==> config.mk <==
export PLATFORM = sky130hd
export DESIGN_NAME = subnet_scope_table_lookup_flat
export DESIGN_NICKNAME = d
export VERILOG_FILES = /design/src/rtl/sstl_pkg.sv /design/src/rtl/sstl_if.sv /design/src/rtl/subnet_scope_table_lookup.sv /design/src/rtl/sstl_ram.sv /design/src/flat_wrapper.sv
export SDC_FILE = /design/constraint.sdc
export NUM_CORES = 2
export LEC_CHECK = 0
export ABC_CLOCK_PERIOD_IN_PS = 18050
export BUFFER_PORTS_ARGS = -buffer_cell sky130_fd_sc_hd__buf_2
export CAP_MARGIN = 20
export CORE_MARGIN = 3
export CORE_UTILIZATION = 60
export DETAILED_ROUTE_END_ITERATION = 7
export GPL_ROUTABILITY_DRIVEN = 0
export PLACE_DENSITY = 0.84
export SYNTH_ARGS = -nofsm -noshare
export SYNTH_HDL_FRONTEND = slang
export SYNTH_HIERARCHICAL = 1
export SYNTH_SLANG_ARGS = --single-unit
==> constraint.sdc <==
create_clock -name clk -period 18.05 [get_ports clk]
set_clock_uncertainty 0.15 [all_clocks]
set_input_delay 0.9025 -clock clk [delete_from_list [all_inputs] [get_ports clk]]
set_output_delay 0.9025 -clock clk [all_outputs]
set_load 0.05 [all_outputs]
==> src/rtl/sstl_pkg.sv <==
package sstl_pkg;

  localparam int ADDR_W          = 32;
  localparam int KIND_W          = 2;
  localparam int SLOT_W          = 4;
  localparam int TABLE_DEPTH_DEF = 16;

  typedef logic [ADDR_W-1:0] addr_t;
  typedef logic [KIND_W-1:0] kind_t;
  typedef logic [SLOT_W-1:0] slot_t;

  // Operation codes of an input word
  localparam kind_t KIND_INSERT = 2'd0;
  localparam kind_t KIND_LOOKUP = 2'd1;
  localparam kind_t KIND_CLEAR  = 2'd2;
  localparam kind_t KIND_NOP    = 2'd3;

  // Status codes of a result word
  localparam logic STATUS_OK   = 1'b0;
  localparam logic STATUS_FULL = 1'b1;

endpackage

==> src/rtl/sstl_if.sv <==
// Request channel
interface sstl_in_if import sstl_pkg::*; ();
  logic  valid;
  logic  ready;
  kind_t kind;
  addr_t address;
  addr_t subnet_mask;
  addr_t iface_index;

  modport source (output valid, kind, address, subnet_mask, iface_index, input ready);
  modport sink   (input valid, kind, address, subnet_mask, iface_index, output ready);
endinterface

// Result channel
interface sstl_out_if import sstl_pkg::*; ();
  logic  valid;
  logic  ready;
  logic  status;
  logic  found;
  logic  exact_iface;
  slot_t entry_slot;
  addr_t net_address;
  addr_t entry_mask;
  addr_t entry_iface;
  addr_t bcast_address;
  addr_t host_min;
  addr_t host_max;

  modport source (output valid, status, found, exact_iface, entry_slot, net_address,
                  entry_mask, entry_iface, bcast_address, host_min, host_max,
                  input ready);
  modport sink   (input valid, status, found, exact_iface, entry_slot, net_address,
                  entry_mask, entry_iface, bcast_address, host_min, host_max,
                  output ready);
endinterface

==> src/rtl/subnet_scope_table_lookup.sv <==
// Flow: insert, clear and no-op words go from idle to the description state, which loads the
//   result once the output is free; a lookup first scans a nonempty table, stopping early on
//   an exact interface match. The scan reads one table entry per cycle from a single RAM port.
// Throughput: one word at a time; ready is high only while the sequencer is idle,
//   and a finished result may wait in the output register while the next word is taken.
// Reset (rst_n low, synchronous): entry count zero, sequencer idle, no result pending.
module subnet_scope_table_lookup import sstl_pkg::*; #(
  parameter int TABLE_DEPTH = TABLE_DEPTH_DEF
) (
  input  logic        clk,
  input  logic        rst_n,
  sstl_in_if.sink     in_ch,
  sstl_out_if.source  out_ch
);

  localparam int IDX_W = (TABLE_DEPTH > 1) ? $clog2(TABLE_DEPTH) : 1;
  localparam int CNT_W = $clog2(TABLE_DEPTH + 1);
  localparam int ENT_W = 3 * ADDR_W;

  // Sequencer states
  localparam logic [1:0] ST_IDLE = 2'd0;
  localparam logic [1:0] ST_SCAN = 2'd1;
  localparam logic [1:0] ST_DESC = 2'd2;

  logic [1:0]       state_r, state_nxt;
  logic [CNT_W-1:0] count_r, count_nxt;
  logic [CNT_W-1:0] iss_r, iss_nxt;
  logic             cmp_vld_r, cmp_vld_nxt;
  logic [IDX_W-1:0] cmp_idx_r, cmp_idx_nxt;
  logic             have_r, have_nxt;
  logic             exact_r, exact_nxt;
  logic             full_r, full_nxt;
  logic [IDX_W-1:0] pick_r, pick_nxt;
  addr_t            req_addr_r, req_addr_nxt;
  addr_t            req_iface_r, req_iface_nxt;
  addr_t            sel_addr_r, sel_addr_nxt;
  addr_t            sel_mask_r, sel_mask_nxt;
  addr_t            sel_iface_r, sel_iface_nxt;
  logic             out_valid_r, out_valid_nxt;

  logic             accept;
  logic             ram_we;
  logic             ram_re;
  logic [ENT_W-1:0] ram_rdata;
  addr_t            d_addr, d_mask, d_iface;
  logic             hit, exact_hit, last_cmp;
  logic             out_load;
  addr_t            net, bcast, first_h, last_h;
  logic             wide_range;

  assign accept = in_ch.valid && in_ch.ready;
  assign in_ch.ready = (state_r == ST_IDLE);

  // Table storage: {address, mask, iface} per entry
  assign ram_we = accept && (in_ch.kind == KIND_INSERT) && (count_r < CNT_W'(TABLE_DEPTH));
  assign ram_re = (state_r == ST_SCAN) && (iss_r < count_r);

  sstl_ram #(.WIDTH(ENT_W), .DEPTH(TABLE_DEPTH)) u_ram (
    .clk   (clk),
    .we    (ram_we),
    .waddr (count_r[IDX_W-1:0]),
    .wdata ({in_ch.address, in_ch.subnet_mask, in_ch.iface_index}),
    .re    (ram_re),
    .raddr (iss_r[IDX_W-1:0]),
    .rdata (ram_rdata)
  );

  assign d_addr  = ram_rdata[3*ADDR_W-1:2*ADDR_W];
  assign d_mask  = ram_rdata[2*ADDR_W-1:ADDR_W];
  assign d_iface = ram_rdata[ADDR_W-1:0];

  // Shared compare unit: subnet match and interface match of the entry just read
  assign hit       = ((req_addr_r & d_mask) == (d_addr & d_mask));
  assign exact_hit = hit && (d_iface == req_iface_r);
  assign last_cmp  = ((CNT_W'(cmp_idx_r) + CNT_W'(1)) == count_r);

  // Scope description of the selected entry
  assign net        = sel_addr_r & sel_mask_r;
  assign bcast      = sel_addr_r | ~sel_mask_r;
  assign wide_range = ({1'b0, bcast} > ({1'b0, net} + (ADDR_W+1)'(1)));
  assign first_h    = wide_range ? (net + ADDR_W'(1)) : sel_addr_r;
  assign last_h     = wide_range ? (bcast - ADDR_W'(1)) : sel_addr_r;

  assign out_load = (state_r == ST_DESC) && (!out_valid_r || out_ch.ready);

  // Sequencer next state
  always_comb begin
    state_nxt     = state_r;
    count_nxt     = count_r;
    iss_nxt       = iss_r;
    cmp_vld_nxt   = 1'b0;
    cmp_idx_nxt   = cmp_idx_r;
    have_nxt      = have_r;
    exact_nxt     = exact_r;
    full_nxt      = full_r;
    pick_nxt      = pick_r;
    req_addr_nxt  = req_addr_r;
    req_iface_nxt = req_iface_r;
    sel_addr_nxt  = sel_addr_r;
    sel_mask_nxt  = sel_mask_r;
    sel_iface_nxt = sel_iface_r;
    out_valid_nxt = out_valid_r;

    if (out_ch.ready) begin
      out_valid_nxt = 1'b0;
    end

    unique case (state_r)
      ST_IDLE: begin
        if (accept) begin
          have_nxt      = 1'b0;
          exact_nxt     = 1'b0;
          full_nxt      = 1'b0;
          iss_nxt       = '0;
          req_addr_nxt  = in_ch.address;
          req_iface_nxt = in_ch.iface_index;
          state_nxt     = ST_DESC;
          case (in_ch.kind)
            KIND_INSERT: begin
              if (ram_we) begin
                have_nxt      = 1'b1;
                pick_nxt      = count_r[IDX_W-1:0];
                sel_addr_nxt  = in_ch.address;
                sel_mask_nxt  = in_ch.subnet_mask;
                sel_iface_nxt = in_ch.iface_index;
                count_nxt     = count_r + CNT_W'(1);
              end else begin
                full_nxt = 1'b1;
              end
            end
            KIND_LOOKUP: begin
              if (count_r != '0) begin
                state_nxt = ST_SCAN;
              end
            end
            KIND_CLEAR: begin
              count_nxt = '0;
            end
            default: begin
            end
          endcase
        end
      end
      ST_SCAN: begin
        // issue side
        if (ram_re) begin
          iss_nxt     = iss_r + CNT_W'(1);
          cmp_vld_nxt = 1'b1;
          cmp_idx_nxt = iss_r[IDX_W-1:0];
        end
        // compare side
        if (cmp_vld_r) begin
          if (exact_hit || (hit && !have_r)) begin
            have_nxt      = 1'b1;
            exact_nxt     = exact_hit;
            pick_nxt      = cmp_idx_r;
            sel_addr_nxt  = d_addr;
            sel_mask_nxt  = d_mask;
            sel_iface_nxt = d_iface;
          end
          if (exact_hit || last_cmp) begin
            state_nxt   = ST_DESC;
            cmp_vld_nxt = 1'b0;
          end
        end
      end
      ST_DESC: begin
        if (out_load) begin
          out_valid_nxt = 1'b1;
          state_nxt     = ST_IDLE;
        end
      end
      default: begin
        state_nxt = ST_IDLE;
      end
    endcase
  end

  // Control registers
  always_ff @(posedge clk) begin
    if (!rst_n) begin
      state_r     <= ST_IDLE;
      count_r     <= '0;
      cmp_vld_r   <= 1'b0;
      out_valid_r <= 1'b0;
    end else begin
      state_r     <= state_nxt;
      count_r     <= count_nxt;
      cmp_vld_r   <= cmp_vld_nxt;
      out_valid_r <= out_valid_nxt;
    end
  end

  // Working registers
  always_ff @(posedge clk) begin
    iss_r       <= iss_nxt;
    cmp_idx_r   <= cmp_idx_nxt;
    have_r      <= have_nxt;
    exact_r     <= exact_nxt;
    full_r      <= full_nxt;
    pick_r      <= pick_nxt;
    req_addr_r  <= req_addr_nxt;
    req_iface_r <= req_iface_nxt;
    sel_addr_r  <= sel_addr_nxt;
    sel_mask_r  <= sel_mask_nxt;
    sel_iface_r <= sel_iface_nxt;
  end

  // Result register
  logic  status_r, found_r, exact_out_r;
  slot_t slot_r;
  addr_t net_r, mask_r, iface_r, bcast_r, first_r, last_r;

  always_ff @(posedge clk) begin
    if (out_load) begin
      status_r    <= full_r ? STATUS_FULL : STATUS_OK;
      found_r     <= have_r;
      exact_out_r <= have_r && exact_r;
      slot_r      <= have_r ? SLOT_W'(pick_r) : '0;
      net_r       <= have_r ? net : '0;
      mask_r      <= have_r ? sel_mask_r : '0;
      iface_r     <= have_r ? sel_iface_r : '0;
      bcast_r     <= have_r ? bcast : '0;
      first_r     <= have_r ? first_h : '0;
      last_r      <= have_r ? last_h : '0;
    end
  end

  assign out_ch.valid         = out_valid_r;
  assign out_ch.status        = status_r;
  assign out_ch.found         = found_r;
  assign out_ch.exact_iface   = exact_out_r;
  assign out_ch.entry_slot    = slot_r;
  assign out_ch.net_address   = net_r;
  assign out_ch.entry_mask    = mask_r;
  assign out_ch.entry_iface   = iface_r;
  assign out_ch.bcast_address = bcast_r;
  assign out_ch.host_min      = first_r;
  assign out_ch.host_max      = last_r;

endmodule

==> src/rtl/sstl_ram.sv <==
// Simple dual-port RAM, one write and one registered read port.
module sstl_ram #(
  parameter int WIDTH = 8,
  parameter int DEPTH = 16,
  parameter int AW    = (DEPTH > 1) ? $clog2(DEPTH) : 1
) (
  input  logic             clk,
  input  logic             we,
  input  logic [AW-1:0]    waddr,
  input  logic [WIDTH-1:0] wdata,
  input  logic             re,
  input  logic [AW-1:0]    raddr,
  output logic [WIDTH-1:0] rdata
);

  logic [WIDTH-1:0] mem [DEPTH];

  always_ff @(posedge clk) begin
    if (we) begin
      mem[waddr] <= wdata;
    end
    if (re) begin
      rdata <= mem[raddr];
    end
  end

endmodule

==> src/flat_wrapper.sv <==
// flat-port wrapper written by rule: the top's interface ports become plain ports
module subnet_scope_table_lookup_flat import sstl_pkg::*;
#(
  parameter int TABLE_DEPTH = TABLE_DEPTH_DEF
)
  (clk, rst_n, in_ch_valid, in_ch_kind, in_ch_address, in_ch_subnet_mask, in_ch_iface_index, in_ch_ready, out_ch_valid, out_ch_status, out_ch_found, out_ch_exact_iface, out_ch_entry_slot, out_ch_net_address, out_ch_entry_mask, out_ch_entry_iface, out_ch_bcast_address, out_ch_host_min, out_ch_host_max, out_ch_ready);
  sstl_in_if in_ch_i ();
  sstl_out_if out_ch_i ();
  input  logic clk;
  input  logic rst_n;
  input wire logic [$bits(in_ch_i.valid)-1:0] in_ch_valid;
  input wire logic [$bits(in_ch_i.kind)-1:0] in_ch_kind;
  input wire logic [$bits(in_ch_i.address)-1:0] in_ch_address;
  input wire logic [$bits(in_ch_i.subnet_mask)-1:0] in_ch_subnet_mask;
  input wire logic [$bits(in_ch_i.iface_index)-1:0] in_ch_iface_index;
  output wire logic [$bits(in_ch_i.ready)-1:0] in_ch_ready;
  output wire logic [$bits(out_ch_i.valid)-1:0] out_ch_valid;
  output wire logic [$bits(out_ch_i.status)-1:0] out_ch_status;
  output wire logic [$bits(out_ch_i.found)-1:0] out_ch_found;
  output wire logic [$bits(out_ch_i.exact_iface)-1:0] out_ch_exact_iface;
  output wire logic [$bits(out_ch_i.entry_slot)-1:0] out_ch_entry_slot;
  output wire logic [$bits(out_ch_i.net_address)-1:0] out_ch_net_address;
  output wire logic [$bits(out_ch_i.entry_mask)-1:0] out_ch_entry_mask;
  output wire logic [$bits(out_ch_i.entry_iface)-1:0] out_ch_entry_iface;
  output wire logic [$bits(out_ch_i.bcast_address)-1:0] out_ch_bcast_address;
  output wire logic [$bits(out_ch_i.host_min)-1:0] out_ch_host_min;
  output wire logic [$bits(out_ch_i.host_max)-1:0] out_ch_host_max;
  input wire logic [$bits(out_ch_i.ready)-1:0] out_ch_ready;
  assign in_ch_i.valid = in_ch_valid;
  assign in_ch_i.kind = in_ch_kind;
  assign in_ch_i.address = in_ch_address;
  assign in_ch_i.subnet_mask = in_ch_subnet_mask;
  assign in_ch_i.iface_index = in_ch_iface_index;
  assign in_ch_ready = in_ch_i.ready;
  assign out_ch_valid = out_ch_i.valid;
  assign out_ch_status = out_ch_i.status;
  assign out_ch_found = out_ch_i.found;
  assign out_ch_exact_iface = out_ch_i.exact_iface;
  assign out_ch_entry_slot = out_ch_i.entry_slot;
  assign out_ch_net_address = out_ch_i.net_address;
  assign out_ch_entry_mask = out_ch_i.entry_mask;
  assign out_ch_entry_iface = out_ch_i.entry_iface;
  assign out_ch_bcast_address = out_ch_i.bcast_address;
  assign out_ch_host_min = out_ch_i.host_min;
  assign out_ch_host_max = out_ch_i.host_max;
  assign out_ch_i.ready = out_ch_ready;
  subnet_scope_table_lookup #(.TABLE_DEPTH(TABLE_DEPTH)) u_core (.clk(clk), .rst_n(rst_n), .in_ch(in_ch_i), .out_ch(out_ch_i));
endmodule
; ---- Word level (Yosys, flattened, before mapping)
; Memories as Yosys holds them, arrays and structs flattened. A register that Yosys moved wholly into a read port is not among the register bits.
; Cells that the tools add are included.
; Widths: inputs -> output; s select.
[classes]
addsub = 6
n_lt_le_gt_ge = 3
n_eq_ne = 16
mux = 57
bitwise = 5
n_reduce_logical = 26
[ops]
columns = cell, count
row1 = $mux 32, 17
row2 = $pmux 32 s2, 3
row3 = $and 32x32->32, 3
row4 = $eq 32x32->1, 2
row5 = $add 32x1->33 const B, 1
row6 = $gt 32x33->1, 1
row7 = $add 32x1->32 const B, 1
row8 = $not 32->32, 1
row9 = $or 32x32->32, 1
row10 = $sub 32x1->32 const B, 1
row11 = $mux 4, 5
row12 = $pmux 5 s2, 2
row13 = $mux 1, 17
row14 = $mux 5, 3
row15 = $mux 2, 6
row16 = $reduce_and 4->1, 3
row17 = $add 5x1->5 const B, 2
row18 = $ne 2x2->1 const B, 5
row19 = $logic_and 1x1->1, 8
row20 = $ne 2x1->1 const B, 4
row21 = $pmux 4 s2, 1
row22 = $pmux 2 s3, 1
row23 = $reduce_and 2->1, 3
row24 = $reduce_and 6->1, 1
row25 = other kinds (13), 21
[word_totals]
reg_bits = 384
mem_bits_rw = 1536
input_bits = 102
n_memories = 1
[memory_table]
columns = memory, depth, width, rd, rd_ports_with_merged_regs, wr, line_no
row1 = u_core.u_ram.mem, 16, 96, 1, 1, 1, sstl_ram.sv:16  ; logic [WIDTH-1:0] mem [DEPTH];

; ---- Depth between registers and ports, before layout
[depth]
ltp_word = 8
mapped_depth = 18

; ---- Modules after synthesis
; The synthesis kept the hierarchy.
[modules_own_cells]
columns = module, n_inst, cells_per_inst, area_each_um2
row1 = sstl_ram, 1, 2460, 60316.6
row2 = subnet_scope_table_lookup, 1, 1611, 18749.2

; ---- Worst setup path before layout
; OpenSTA, ideal clock, no wires.
[synth_timing]
kind = input to register
from = input out_ch_ready
to = register u_core.bcast_r[0], in the netlist u_core/out_ch.bcast_address[0], enable pin
setup_time_ns = 0.785
arrival_time_ns = 9.752
path_slack_ns = 7.364
stages = 2
path_buffers = 0
path_cell_list = nand2b_1 -> nor2b_1
[synth_via]
elab_chain_len = 2
[synth_rtl]
columns = element, line_no
row1 = "start, declared", flat_wrapper.sv:28  ; input wire logic [$bits(out_ch_i.ready)-1:0] out_ch_ready;
row2 = $logic_or 1x1->1, subnet_scope_table_lookup.sv:84  ; assign out_load = (state_r == ST_DESC) && (!out_valid_r || out_ch.ready);
row3 = $logic_and 1x1->1, subnet_scope_table_lookup.sv:84
row4 = via u_core.out_load, subnet_scope_table_lookup.sv:47  ; logic out_load;
row5 = "end signal, assigned", subnet_scope_table_lookup.sv:223  ; bcast_r <= have_r ? bcast : '0;
row6 = "end, declared", subnet_scope_table_lookup.sv:212  ; addr_t net_r, mask_r, iface_r, bcast_r, first_r, last_r;
; The timed path passes the listed nets, and every way through them passes these cells.
; A chain may end at the register's enable or synchronous reset.

; ---- Final worst setup path
[layout_timing]
from = register u_core.sel_mask_r[0]
to = register u_core.first_r[7], in the netlist u_core/out_ch.host_min[7] (data pin)
[layout_via]
elab_chain_len = 4
elab_cells_between_ends = 7
classes_between = add/sub: 2 / order compare: 1 / mux: 1 / bitwise: 3
[layout_rtl]
columns = element, line_no
row1 = "start, declared", subnet_scope_table_lookup.sv:37  ; addr_t sel_mask_r, sel_mask_nxt;
row2 = "start signal, assigned", subnet_scope_table_lookup.sv:205  ; sel_mask_r <= sel_mask_nxt;
row3 = $and 32x32->32 or $not 32->32 (tied branches), "subnet_scope_table_lookup.sv:78, subnet_scope_table_lookup.sv:79"
row4 = $add 32x1->33 or $or 32x32->32 (tied branches), "subnet_scope_table_lookup.sv:80, subnet_scope_table_lookup.sv:79"
row5 = $gt 32x33->1, subnet_scope_table_lookup.sv:80  ; assign wide_range = ({1'b0, bcast} > ({1'b0, net} + (ADDR_W+1)'(1)));
row6 = $mux 32 *, subnet_scope_table_lookup.sv:81  ; assign first_h = wide_range ? (net + ADDR_W'(1)) : sel_addr_r;
row7 = "end signal, assigned", subnet_scope_table_lookup.sv:224  ; first_r <= have_r ? first_h : '0;
row8 = "end, declared", subnet_scope_table_lookup.sv:212
; Mark *: on every way between the ends. The rest lies on a longest branch, timed or not.

==> results_dict.tcl <==
set metrics [dict create \
    routed_wirelength_mm 228.0 \
    path_delay_family "simple AND/OR/NAND/NOR gates" \
    rr_endpoint "u_core/out_ch.host_min[7]" \
    antenna_found_initial 53 \
    start_util_pct 60.75 \
    start_kind "register" \
    num-fill-cells 7432 \
    rsz0062_at_grt "no" \
    synth_flop_cell "edfxtp_1" \
    timing.setup.tns_ns 0 \
    die_x_um 369.0 \
    irDropWorstVdd_v 0.00008796 \
    hp-start "in_ch_valid" \
    hold_viol_final 0 \
    ys_types 76 \
    synth.cell_area_um2 79070 \
    dp.cells 5987 \
    syn_nets 4214 \
    cts_hold_buf 0 \
    max_cap_viol_count 0 \
    insertion_delay_ns 0.85 \
    syn_area_per_cell_um2 19.42 \
    wl_per_cell_um 35.76 \
    synth_top_area_share_pct 76.22 \
    first_iter_violations 8628 \
    synthCells 4071 \
    slew_violations 0 \
    fin_cells 6374 \
    synthArstFlopShare_pct 0 \
    gr-usage-all-layers_pct 33.34 \
    regToRegSetupSlack_ns 12.24 \
    cp_num_buf_inv 1 \
    grt_pass1_wl_mm 323.2 \
    ff2ff_path_depth 13 \
    holdWs_ns 0.2209 \
    hold_end "u_core/state_r[0]" \
    hp-class "in2reg" \
    worstPathRequired_ns 18.48 \
    path_class "reg2reg" \
    tightest_slew_ns 1.195 \
    critPathMaxStageDelay_ns 0.71 \
    ios 303 \
    r2r_start "u_core/sel_mask_r[0]" \
    ys_seq_area_share_pct 76.45 \
    synth_edf_count 2007 \
    layout-drive-gt1-share_pct 23.50 \
    relSlewSlack_pct 20.33 \
    p_per_area_nw_per_um2 109.4 \
    drt.antenna.violating_nets 0 \
    routed-via-count 45330 \
    ys_top_cells_by_area "edfxtp_1 (76%), mux4_2 (11%), nand2_1 (2.3%)" \
    dr.pass1.iters 6 \
    grt_max_degree 169 \
    grt-ovfl-total 0 \
    post-cts-setup-buffers 0 \
    postPlaceCellArea_um2 82550 \
    die_h_um 369.0 \
    synth_top_area_cell "edfxtp_1" \
    die_area_um2 136200 \
    hpwl_mm 117.2 \
    worstHoldPathCells 3 \
    drc 0 \
    p_leak_nw 29.09 \
    fin_area_um2 88630 \
    rows 132 \
    cp.arrival_ns 6.24 \
    ys_seq_elements 2016 \
    portBuffers 302 \
    setup_viol_count_final 0 \
    htreeDepth 4 \
    area_growth_pct 12.09 \
    grt_pass1_vias 44540 \
    fin_util_pct 68.10 \
    period_minus_slack_ns 5.810 \
    post-route-period-util_pct 32.19 \
    nets 4577 \
    yosys_warnings 6 \
    design.core.area_um2 130100 \
    cp_cell_sequence "nand4_1, nor4_2, nand4_1, nor4_2, xor2_1, ha_1, nand3_1, nor4bb_1, nand2_1, o221a_2, a21oi_4, buf_4, mux2_2" \
    cp_max_fo 48 \
    cts_resized 0 \
    cts.sinks 2016 \
    clockBufferDepth 3 \
    crit_path_end_kind "register" \
    status "finished clean" \
    slowest_stage "nor4_2" \
    cts_buffers 185 \
    fmax_mhz 172.1 \
    cts_tree "yes" \
    root_buffer "clkbuf_16" \
    path_clk_slew_ns 0.06 \
    vias_per_cell 7.112 \
]
## flip-flops by register name, summed over array words and instances, names as in the netlist, 5 cells and up
name and count:
u_core/out_ch.net_address 32, u_core/out_ch.host_min 32, u_core/u_ram/rdata 96, u_core/req_iface_r 32, u_core/out_ch.entry_iface 32, u_core/sel_mask_r 32
u_core/sel_addr_r 32, u_core/sel_iface_r 32, u_core/u_ram/mem 1536, u_core/req_addr_r 32, u_core/count_r 5, u_core/out_ch.host_max 32
u_core/out_ch.bcast_address 32, u_core/iss_r 5, u_core/out_ch.entry_mask 32
## final cells by class
cell class                      count  area, um^2  share of cell area, %
Sequential cell                  2016       60450                  68.20
Multi-Input combinational cell   1833       17700                  19.97
Clock buffer                      226        4805                  5.421
Tap cell                         1742        2180                  2.459
Timing Repair Buffer              375        2176                  2.455
Clock inverter                    118        1134                  1.279
Antenna cell                       41       102.6                 0.1158
Inverter                           23       87.58                0.09882
## report_power, final
part	internal [mW]	switching [mW]	total, mW	leakage (nW)
registers	5.21	0.0258	5.24	18.3
clock network	2.11	1.79	3.90	2.89
logic	0.162	0.390	0.552	7.91
total	7.48	2.21	9.69	29.1
## metal layers
metal  vias to the layer above  wire [um]  global-route usage, %  share of wire (%)
met4                        14      13350                  17.41                5.9
met5                         -        182                 0.4986              0.080
met3                       906      34290                  9.797                 15
met1                     22530      72920                  44.04                 32
li1                      17200          -                      -                  -
met2                      4677     107200                  50.92                 47
## cell usage after synthesis, types with 32 or more instances
library cell and count:
nor2_1 92, and2_1 99, nand2_1 488, buf_1 32
ha_1 41, clkbuf_1 106, nand2b_1 37, xor2_1 82
edfxtp_1 2007, mux4_2 384, a22oi_1 209, mux2i_1 34
## stage by stage
step	worst slack (ns)	total power, mW
after floorplan	7.364	5.674
after global placement	12.64	5.839
after detailed placement	12.49	5.858
after CTS	12.45	9.683
after global routing	11.98	9.883
final	12.24	9.692
## how the worst max path moves through the flow
| stage | start | depth (start not counted) | slack [ns] | end |
|---|---|---|---|---|
| final | u_core/sel_mask_r[0] | 13 | 12.24 | u_core/out_ch.host_min[7] |
| after global placement | u_core/sel_mask_r[12] | 13 | 12.64 | u_core/out_ch.host_min[7] |
| after detailed placement | u_core/sel_mask_r[0] | 13 | 12.49 | u_core/out_ch.host_min[7] |
| after floorplan | out_ch_ready | 2 | 7.36 | u_core/out_ch.bcast_address[0] |
| after global routing | u_core/sel_mask_r[0] | 13 | 11.98 | u_core/out_ch.host_min[7] |
| after CTS | u_core/sel_mask_r[0] | 13 | 12.45 | u_core/out_ch.host_min[7] |
## tightest hold or removal path, delay by kind of cell
| kind | cells | cell delay (ns) |
|---|---|---|
| buffers and inverters | 1 | 0.10 |
| AOI/OAI and AO/OA | 2 | 0.15 |
## logic make-up (layout without fill, tap and decap cells)
| group | count (synthesis) | after routing | share of synthesized area, % |
|---|---|---|---|
| simple gates | 900 | 900 | 5.483 |
| flops | 2016 | 2016 | 76.45 |
| mux | 427 | 427 | 11.50 |
| compound gates | 357 | 357 | 3.317 |
| fa+ha+maj | 41 | 41 | 0.6488 |
| buf+inv | 222 | 742 | 1.401 |
| other cells | 0 | 41 | 0 |
| xor+xnor | 108 | 108 | 1.196 |
## placed cells by master (no fill, tap or decap), drive strengths merged, types with 30 or more instances in the layout
master	synthesis	final
clkbuf	106	226
buf	93	375
mux4	384	384
diode	0	41
ha	41	41
nand4	30	30
a22oi	209	209
edfxtp	2007	2007
mux2i	34	34
clkinv	1	97
and2	99	99
nand2	489	489
nand2b	37	37
nor2	92	92
xor2	82	82
Power figures use the tool's default switching activity.
